$ cat config.mk
export PLATFORM = sky130hd
export DESIGN_NAME = ascii_command_frame_checker_unit
export DESIGN_NICKNAME = d
export VERILOG_FILES = /design/src/rtl/acfc_pkg.sv /design/src/rtl/acfc_frame_step.sv /design/src/rtl/ascii_command_frame_checker_unit.sv
export SDC_FILE = /design/constraint.sdc
export NUM_CORES = 1
export LEC_CHECK = 0
export BUFFER_PORTS_ARGS = -buffer_cell sky130_fd_sc_hd__buf_2
export CORE_MARGIN = 5
export CORE_UTILIZATION = 45
export CTS_BUF_LIST = sky130_fd_sc_hd__clkbuf_4
export CTS_CLUSTER_SIZE = 20
export DETAILED_ROUTE_END_ITERATION = 10
export GPL_ROUTABILITY_DRIVEN = 1
export SLEW_MARGIN = 10
export SYNTH_ARGS = -nofsm -noshare
export SYNTH_HDL_FRONTEND = slang
export SYNTH_HIERARCHICAL = 1
export SYNTH_SLANG_ARGS = --single-unit
$ cat constraint.sdc
create_clock -name clock -period 11.7 [get_ports clock]
set_clock_uncertainty 0.1 [all_clocks]
set_input_delay 0.585 -clock clock [delete_from_list [all_inputs] [get_ports clock]]
set_output_delay 0.585 -clock clock [all_outputs]
set_load 0.03 [all_outputs]
$ cat src/rtl/acfc_pkg.sv
// ============================================================================
// acfc_pkg : shared types and constants of the ASCII command frame checker
// Status codes, ASCII constants, per-frame data record, result record and the
// decimal digit expansion used for the checksum compare.
// ============================================================================
package acfc_pkg;

   // frame status codes
   localparam logic [2:0] STATUS_OK       = 3'd0;
   localparam logic [2:0] STATUS_CHECKSUM = 3'd1;
   localparam logic [2:0] STATUS_UNKNOWN  = 3'd2;
   localparam logic [2:0] STATUS_SENSOR   = 3'd3;
   localparam logic [2:0] STATUS_OVERFLOW = 3'd4;

   // configuration register indexes
   localparam logic CSR_START_SYMBOL = 1'b0;
   localparam logic CSR_END_SYMBOL   = 1'b1;

   localparam logic [7:0] START_SYMBOL_RESET = 8'd35;
   localparam logic [7:0] END_SYMBOL_RESET   = 8'd33;

   // ASCII characters
   localparam logic [7:0] CHAR_ZERO = 8'h30;
   localparam logic [7:0] CHAR_A    = 8'h41;
   localparam logic [7:0] CHAR_P    = 8'h50;
   localparam logic [7:0] CHAR_T    = 8'h74;
   localparam logic [7:0] CHAR_H    = 8'h68;
   localparam logic [7:0] CHAR_C    = 8'h63;

   // bytes collected for the frame under way
   typedef struct packed {
      logic [7:0] settled_sum;
      logic [7:0] recent0;   // oldest of the last three bytes
      logic [7:0] recent1;
      logic [7:0] recent2;   // newest
      logic [7:0] first_byte;
      logic [7:0] second_byte;
   } frame_data_type;

   // one result beat
   typedef struct packed {
      logic [2:0] frame_status;
      logic [7:0] command_byte;
      logic [7:0] sensor_byte;
      logic [7:0] computed_sum;
      logic [6:0] payload_length;
   } result_type;

   // Expand a byte into three zero-padded ASCII decimal digits, hundreds first.
   // Tens come from a multiply by 205 and shift by 11, exact below 160.
   function automatic logic [23:0] ascii_digits(input logic [7:0] value);
      logic [1:0]  hundreds;
      logic [7:0]  rem;
      logic [14:0] scaled;
      logic [3:0]  tens;
      logic [3:0]  ones;
      if (value >= 8'd200) begin
         hundreds = 2'd2;
      end else if (value >= 8'd100) begin
         hundreds = 2'd1;
      end else begin
         hundreds = 2'd0;
      end
      rem    = value - 8'(hundreds) * 8'd100;
      scaled = 15'(rem) * 15'd205;
      tens   = scaled[14:11];
      ones   = 4'(rem - 8'(tens) * 8'd10);
      return {CHAR_ZERO + 8'(hundreds), CHAR_ZERO + 8'(tens), CHAR_ZERO + 8'(ones)};
   endfunction

endpackage

$ cat src/rtl/acfc_frame_step.sv
// ============================================================================
// acfc_frame_step : next-state and result logic for one received byte
// Hunts for the start symbol, collects bytes, checks the checksum digits and
// the command at the end symbol, and flags frames that grow past the limit.
// ============================================================================
module acfc_frame_step #(
   parameter int MAX_FRAME = 64
) (
   input  logic                          byte_valid,
   input  logic [7:0]                    rx_byte,
   input  logic [7:0]                    start_symbol,
   input  logic [7:0]                    end_symbol,
   input  logic                          in_frame,
   input  logic [$clog2(MAX_FRAME)-1:0]  frame_count,
   input  acfc_pkg::frame_data_type      frame_data,
   output logic                          in_frame_in,
   output logic [$clog2(MAX_FRAME)-1:0]  frame_count_in,
   output acfc_pkg::frame_data_type      frame_data_in,
   output logic                          result_fire,
   output acfc_pkg::result_type          result
);

   localparam int CNT_W = $clog2(MAX_FRAME);
   localparam int LEN_W = (CNT_W > 7) ? CNT_W : 7;
   localparam logic [CNT_W:0] OVF_COUNT = (CNT_W + 1)'(MAX_FRAME - 2);

   logic [23:0]      digits;
   logic             short_frame;
   logic [LEN_W-1:0] len_wide;
   logic [6:0]       len_sat;
   logic [2:0]       end_status;
   logic             overflow;

   assign digits      = acfc_pkg::ascii_digits(frame_data.settled_sum);
   assign short_frame = frame_count < CNT_W'(3);
   assign len_wide    = LEN_W'(frame_count) - LEN_W'(3);
   assign len_sat     = (len_wide > LEN_W'(127)) ? 7'd127 : len_wide[6:0];
   assign overflow    = {1'b0, frame_count} >= OVF_COUNT;

   always_comb begin
      priority if (short_frame) begin
         end_status = acfc_pkg::STATUS_CHECKSUM;
      end else if ({frame_data.recent0, frame_data.recent1, frame_data.recent2} != digits) begin
         end_status = acfc_pkg::STATUS_CHECKSUM;
      end else if (frame_data.first_byte == acfc_pkg::CHAR_A) begin
         end_status = acfc_pkg::STATUS_OK;
      end else if (frame_data.first_byte == acfc_pkg::CHAR_P) begin
         end_status = (frame_data.second_byte == acfc_pkg::CHAR_T ||
                       frame_data.second_byte == acfc_pkg::CHAR_H ||
                       frame_data.second_byte == acfc_pkg::CHAR_C)
                      ? acfc_pkg::STATUS_OK : acfc_pkg::STATUS_SENSOR;
      end else begin
         end_status = acfc_pkg::STATUS_UNKNOWN;
      end
   end

   always_comb begin
      in_frame_in    = in_frame;
      frame_count_in = frame_count;
      frame_data_in  = frame_data;
      result_fire    = 1'b0;
      result.frame_status   = end_status;
      result.command_byte   = frame_data.first_byte;
      result.sensor_byte    = frame_data.second_byte;
      result.computed_sum   = short_frame ? 8'd0 : frame_data.settled_sum;
      result.payload_length = short_frame ? 7'd0 : len_sat;

      if (byte_valid) begin
         priority if (!in_frame) begin
            if (rx_byte == start_symbol) begin
               in_frame_in    = 1'b1;
               frame_count_in = '0;
               frame_data_in  = '0;
            end
         end else if (rx_byte == end_symbol) begin
            in_frame_in = 1'b0;
            result_fire = 1'b1;
         end else if (overflow) begin
            // drop the byte and report the oversized frame
            in_frame_in           = 1'b0;
            result_fire           = 1'b1;
            result.frame_status   = acfc_pkg::STATUS_OVERFLOW;
            result.computed_sum   = 8'd0;
            result.payload_length = 7'd0;
         end else begin
            if (frame_count == CNT_W'(0)) begin
               frame_data_in.first_byte = rx_byte;
            end
            if (frame_count == CNT_W'(1)) begin
               frame_data_in.second_byte = rx_byte;
            end
            if (!short_frame) begin
               frame_data_in.settled_sum = frame_data.settled_sum + frame_data.recent0;
            end
            frame_data_in.recent0 = frame_data.recent1;
            frame_data_in.recent1 = frame_data.recent2;
            frame_data_in.recent2 = rx_byte;
            frame_count_in        = frame_count + CNT_W'(1);
         end
      end
   end

endmodule

$ cat src/rtl/ascii_command_frame_checker_unit.sv
// ============================================================================
// ascii_command_frame_checker_unit : ASCII command frame checker
// Checks start/end delimited command frames carried one byte per beat and
// returns one status beat per frame, with command, sensor byte and checksum.
// ============================================================================
//
//   channel  | direction | handshake           | payload
//   ---------+-----------+---------------------+-------------------------------
//   req_     | in        | req_valid/req_stall | req_rx_byte
//   rsp_     | out       | rsp_valid/rsp_stall | status, command, sensor, sum,
//            |           |                     | payload length
//   csr_     | in        | csr_write           | csr_index, csr_wdata
//
// One byte beat is taken every cycle while req_stall is low. A result beat is
// formed from the frame state registers as the end symbol (or the overflowing
// byte) is taken and lands in the output register, or in the skid register.
// A skid register behind the output register keeps req_ flowing while a result
// waits; req_stall rises only while both hold a result.
// Reset (synchronous, active high) restores the default symbols '#' and '!',
// sets the checker hunting and empties the output side.
// ============================================================================
module ascii_command_frame_checker_unit #(
   parameter int MAX_FRAME = 64
) (
   input  logic       clock,
   input  logic       reset,
   input  logic       req_valid,
   output logic       req_stall,
   input  logic [7:0] req_rx_byte,
   output logic       rsp_valid,
   input  logic       rsp_stall,
   output logic [2:0] rsp_frame_status,
   output logic [7:0] rsp_command_byte,
   output logic [7:0] rsp_sensor_byte,
   output logic [7:0] rsp_computed_sum,
   output logic [6:0] rsp_payload_length,
   input  logic       csr_write,
   input  logic       csr_index,
   input  logic [7:0] csr_wdata
);

   localparam int CNT_W = $clog2(MAX_FRAME);

   // configuration
   logic [7:0] start_symbol_ff;
   logic [7:0] end_symbol_ff;

   // frame state
   logic                     in_frame_ff;
   logic                     in_frame_in;
   logic [CNT_W-1:0]         frame_count_ff;
   logic [CNT_W-1:0]         frame_count_in;
   acfc_pkg::frame_data_type frame_data_ff;
   acfc_pkg::frame_data_type frame_data_in;

   // result path
   logic                 result_fire;
   acfc_pkg::result_type result;
   logic                 rsp_valid_ff;
   acfc_pkg::result_type rsp_data_ff;
   logic                 skid_valid_ff;
   acfc_pkg::result_type skid_data_ff;
   logic                 req_accept;
   logic                 out_free;

   assign req_stall  = skid_valid_ff;
   assign req_accept = req_valid && !skid_valid_ff;
   assign out_free   = !rsp_valid_ff || !rsp_stall;

   // configuration writes
   always_ff @(posedge clock) begin
      if (reset) begin
         start_symbol_ff <= acfc_pkg::START_SYMBOL_RESET;
         end_symbol_ff   <= acfc_pkg::END_SYMBOL_RESET;
      end else if (csr_write) begin
         unique case (csr_index)
            acfc_pkg::CSR_START_SYMBOL: start_symbol_ff <= csr_wdata;
            acfc_pkg::CSR_END_SYMBOL:   end_symbol_ff   <= csr_wdata;
         endcase
      end
   end

   acfc_frame_step #(
      .MAX_FRAME (MAX_FRAME)
   ) u_step (
      .byte_valid     (req_accept),
      .rx_byte        (req_rx_byte),
      .start_symbol   (start_symbol_ff),
      .end_symbol     (end_symbol_ff),
      .in_frame       (in_frame_ff),
      .frame_count    (frame_count_ff),
      .frame_data     (frame_data_ff),
      .in_frame_in    (in_frame_in),
      .frame_count_in (frame_count_in),
      .frame_data_in  (frame_data_in),
      .result_fire    (result_fire),
      .result         (result)
   );

   // frame state: advance on every accepted byte
   always_ff @(posedge clock) begin
      if (reset) begin
         in_frame_ff    <= 1'b0;
         frame_count_ff <= '0;
         frame_data_ff  <= '0;
      end else begin
         in_frame_ff    <= in_frame_in;
         frame_count_ff <= frame_count_in;
         frame_data_ff  <= frame_data_in;
      end
   end

   // output register with skid: a new result lands in the output register when
   // it is free, otherwise in the skid register; the skid drains first.
   always_ff @(posedge clock) begin
      if (reset) begin
         rsp_valid_ff  <= 1'b0;
         skid_valid_ff <= 1'b0;
      end else begin
         if (out_free) begin
            if (skid_valid_ff) begin
               rsp_valid_ff  <= 1'b1;
               skid_valid_ff <= 1'b0;
            end else begin
               rsp_valid_ff <= result_fire;
            end
         end else if (result_fire) begin
            skid_valid_ff <= 1'b1;
         end
      end
   end

   always_ff @(posedge clock) begin
      if (out_free) begin
         rsp_data_ff <= skid_valid_ff ? skid_data_ff : result;
      end
      if (!out_free && result_fire) begin
         skid_data_ff <= result;
      end
   end

   assign rsp_valid          = rsp_valid_ff;
   assign rsp_frame_status   = rsp_data_ff.frame_status;
   assign rsp_command_byte   = rsp_data_ff.command_byte;
   assign rsp_sensor_byte    = rsp_data_ff.sensor_byte;
   assign rsp_computed_sum   = rsp_data_ff.computed_sum;
   assign rsp_payload_length = rsp_data_ff.payload_length;

   // skid holds a result only behind a held output result
   a_skid_behind_output: assert property (@(posedge clock) disable iff (reset)
      skid_valid_ff |-> rsp_valid_ff)
      else $error("skid register full while output register empty");

   // frame never grows past the overflow point
   a_count_bound: assert property (@(posedge clock) disable iff (reset)
      {1'b0, frame_count_ff} <= (CNT_W + 1)'(MAX_FRAME - 2))
      else $error("frame count beyond limit");

   // overflow results carry no sum and no length
   a_overflow_fields: assert property (@(posedge clock) disable iff (reset)
      rsp_valid_ff && rsp_data_ff.frame_status == acfc_pkg::STATUS_OVERFLOW
      |-> rsp_data_ff.computed_sum == 8'd0 && rsp_data_ff.payload_length == 7'd0)
      else $error("overflow result with sum or length");

   // a passing frame carries a known command
   a_ok_command: assert property (@(posedge clock) disable iff (reset)
      rsp_valid_ff && rsp_data_ff.frame_status == acfc_pkg::STATUS_OK
      |-> rsp_data_ff.command_byte == acfc_pkg::CHAR_A ||
          rsp_data_ff.command_byte == acfc_pkg::CHAR_P)
      else $error("ok status with unknown command");

   // a result is produced only while a frame is open
   a_result_in_frame: assert property (@(posedge clock) disable iff (reset)
      result_fire |-> in_frame_ff && !in_frame_in)
      else $error("result outside an open frame");

endmodule

==> out/metrics.yaml <==
status: "finished clean"
maxSlewViolCount: 0
startpoint_type: "flop"
numCtsBuffers: 17
drt_iter0_drc: 381
power.internal_mw: 0.659
detail-route-antenna-nets: 0
ys_async_sr_fraction_pct: 0
syn2layout_area_growth_pct: 7.27
core_um2: 17400
cp.required_ns: 11.92
place.port_buffers: 57
drt_first_pass_iters: 5
rsz0062_at_grt: "false"
cap_violations: 0
power_mw: 0.865
path_clk_slew_ns: 0.12
overflow: 0
place_congestion: 0.851
synth_area_um2: 7990
seqPwrFrac_pct: 59.8
fmax_mhz: 125
cp_slowest_stage_delay_ns: 0.54
dp.cells: 950
cp_common_cell: "fa_1"
yosysSeqAreaShare_pct: 43.8
hold_violations: 0
grt_usage_pct: 16.4
power_frac_comb_pct: 2.9
htreeDepth: 4
dr_total_vias: 5190
fin_crit_ns: 7.99
ys.flop_type: "dfxtp_1"
synth_top_area_cell: "edfxtp_1"
post-route-period-util_pct: 68.3
nets: 834
n_fill_cell: 1603
cts_resized: 0
power_switching_mw: 0.206
synthAdderAreaFrac_pct: 12.0
syn-num-nets: 797
ioPinCount: 58
grt_max_degree: 82
hold_buffers: 0
dieArea_um2: 20500
synth_cell_types: 66
avgSynthCellArea_um2: 11.3
fin_tns_setup_ns: 0
final_cells: 983
p_leak_nw: 3.67
drive_gt1_share_pct: 18.6
synthXorXnorAreaFrac_pct: 4.90
worst_slew_pin_slew_ns: 1.13
hold_class: "in -> reg"
num_rows: 48
drcViolationCount: 0
yosysTopAreaCellShare_pct: 25.6
synthTopCellsByArea: "edfxtp_1 (26%), dfxtp_1 (18%), ha_1 (8.5%)"
synth_top_family_by_area: "simple AND/OR/NAND/NOR gates"
crit_type: "reg -> reg"
antenna_found_initial: 1
irDropWorstVdd_mv: 0.0704
r2r_slack_ns: 3.71
post_cts_buffers: 0
synthMostInstantiatedCell: "dfxtp_1"
netlist_instances: 707
crit_path_end_kind: "flop"
placed_area_um2: 8280
clockRootBuffer: "clkbuf_4"
relSlewSlack_pct: 24.5
grt_pass1_vias: 5036
cts_tree: "built"
cp_slowest_cell: "fa_1"
routed_wl_mm: 16.2
synth-compound-area-share_pct: 9.88
synth_commonest_cells: "dfxtp_1 (73), edfxtp_1 (68), nor2b_1 (64)"
clk_latency_ns: 0.56
synth-seq-cells: 141
clockBufferDepth: 2
start_util_pct: 46.0
fp.dieW_um: 143
synth.mux.area_fraction_pct: 8.50
power_frac_clock_pct: 37.3
fin_area_um2: 8570
synth_edf_count: 68
worstPathMaxFanout: 9
powerDensity_nw_per_um2: 101
worstPathArrival_ns: 8.20
yosys.area_share.simple_pct: 14.5
finalCoreUtilization_pct: 49.4
hpwl_mm: 11.8
ys_warn_count: 6
die_h_um: 143
grt_pass1_wl_mm: 26.3
wire_per_inst_um: 16.5
p_sw_share_pct: 23.8
setup_violations: 0
clock_sinks: 141
vias_per_cell: 5.28
cell usage in the layout (no fill, tap or decap), drive strengths merged, types with 4 or more instances in the layout:
cell    count
inv        61
fa         14
xnor2      24
nor2b      64
and2        4
nand4       5
o21ai      14
xor2       15
ha         54
nor4        7
a22o       41
edfxtp     68
nor2       35
a21oi      20
nor3       10
dfxtp      73
mux2i      18
buf        61
mux2       35
nand2b     19
nand2      21
nand3      16
clkbuf     18
a21o        7
per-layer routing:
layer	track usage, %	part of all wire (%)
met1	21.2	46
met2	27.8	49
met3	2.81	4.2
met4	5.50	1.4
met5	0	0
cells by family (layout without fill, tap and decap cells):
| logic type | after synthesis | in the layout |
|---|---|---|
| buf+inv | 96 | 146 |
| compound gates | 104 | 104 |
| xor+xnor | 40 | 40 |
| flops | 141 | 141 |
| fa+ha+maj | 68 | 68 |
| simple gates | 205 | 205 |
| mux | 53 | 53 |
| other cells | 0 | 1 |
power by group through the flow:
| stage | clock, mW | sequential (mW) | combinational (mW) |
|---|---|---|---|
| after floorplan | 0 | 0.528 | 0.0161 |
| after global placement | 0 | 0.528 | 0.0249 |
| after detailed placement | 0 | 0.528 | 0.0253 |
| after CTS | 0.333 | 0.517 | 0.0254 |
| after global routing | 0.354 | 0.517 | 0.0274 |
| final | 0.323 | 0.517 | 0.0250 |
through the flow:
stage | setup WS (ns) | hold WS [ns]
final | 3.71 | 0.187
after global routing | 3.16 | 0.153
after CTS | 3.73 | 0.145
after detailed placement | 3.75 | 0.388
after global placement | 4.00 | 0.375
after floorplan | 4.31 | 0.361
path summary, 6_finish.rpt:
| kind | start | to | depth (start not counted) |
|---|---|---|---|
| hold reg to reg | end_symbol_ff[7]$_SDFFE_PP0P_ | end_symbol_ff[7]$_SDFFE_PP0P_ | 2 |
| setup reg to reg | frame_data_ff[44]$_SDFF_PP0_ | rsp_frame_status[0]$_DFFE_PP_ | 29 |
| hold / removal | csr_wdata[1] | end_symbol_ff[1]$_SDFFE_PP0P_ | 3 |
| setup / recovery | frame_data_ff[44]$_SDFF_PP0_ | rsp_frame_status[0]$_DFFE_PP_ | 29 |
layout make-up:
cell class / count / area, um2 / share of cell area [%]
tap: 225 / 282 / 3.28
clock buffer: 18 / 135 / 1.58
sequential: 141 / 3500 / 40.9
timing repair buffer: 61 / 315 / 3.68
multi-input combinational: 470 / 3980 / 46.4
clock inverter: 14 / 155 / 1.81
antenna: 1 / 2.50 / 0.0292
inverter: 53 / 199 / 2.32
worst max-delay path: cells and delay by family, from the launching register on:
kind / cells / cell delay, ns
fa+ha+maj: 9 / 3.38
compound gates: 8 / 1.62
xor+xnor: 4 / 0.96
simple gates: 5 / 0.93
flops: 1 / 0.42
mux: 1 / 0.26
buf+inv: 2 / 0.11
sequential cells by signal, indices dropped and copies added (netlist names), 7 cells and up:
name / flops
frame_data_ff: 48
skid_data_ff: 34
end_symbol_ff: 8
rsp_command_byte: 8
rsp_computed_sum: 8
rsp_sensor_byte: 8
start_symbol_ff: 8
rsp_payload_length: 7
Power figures use the tool's default switching activity.
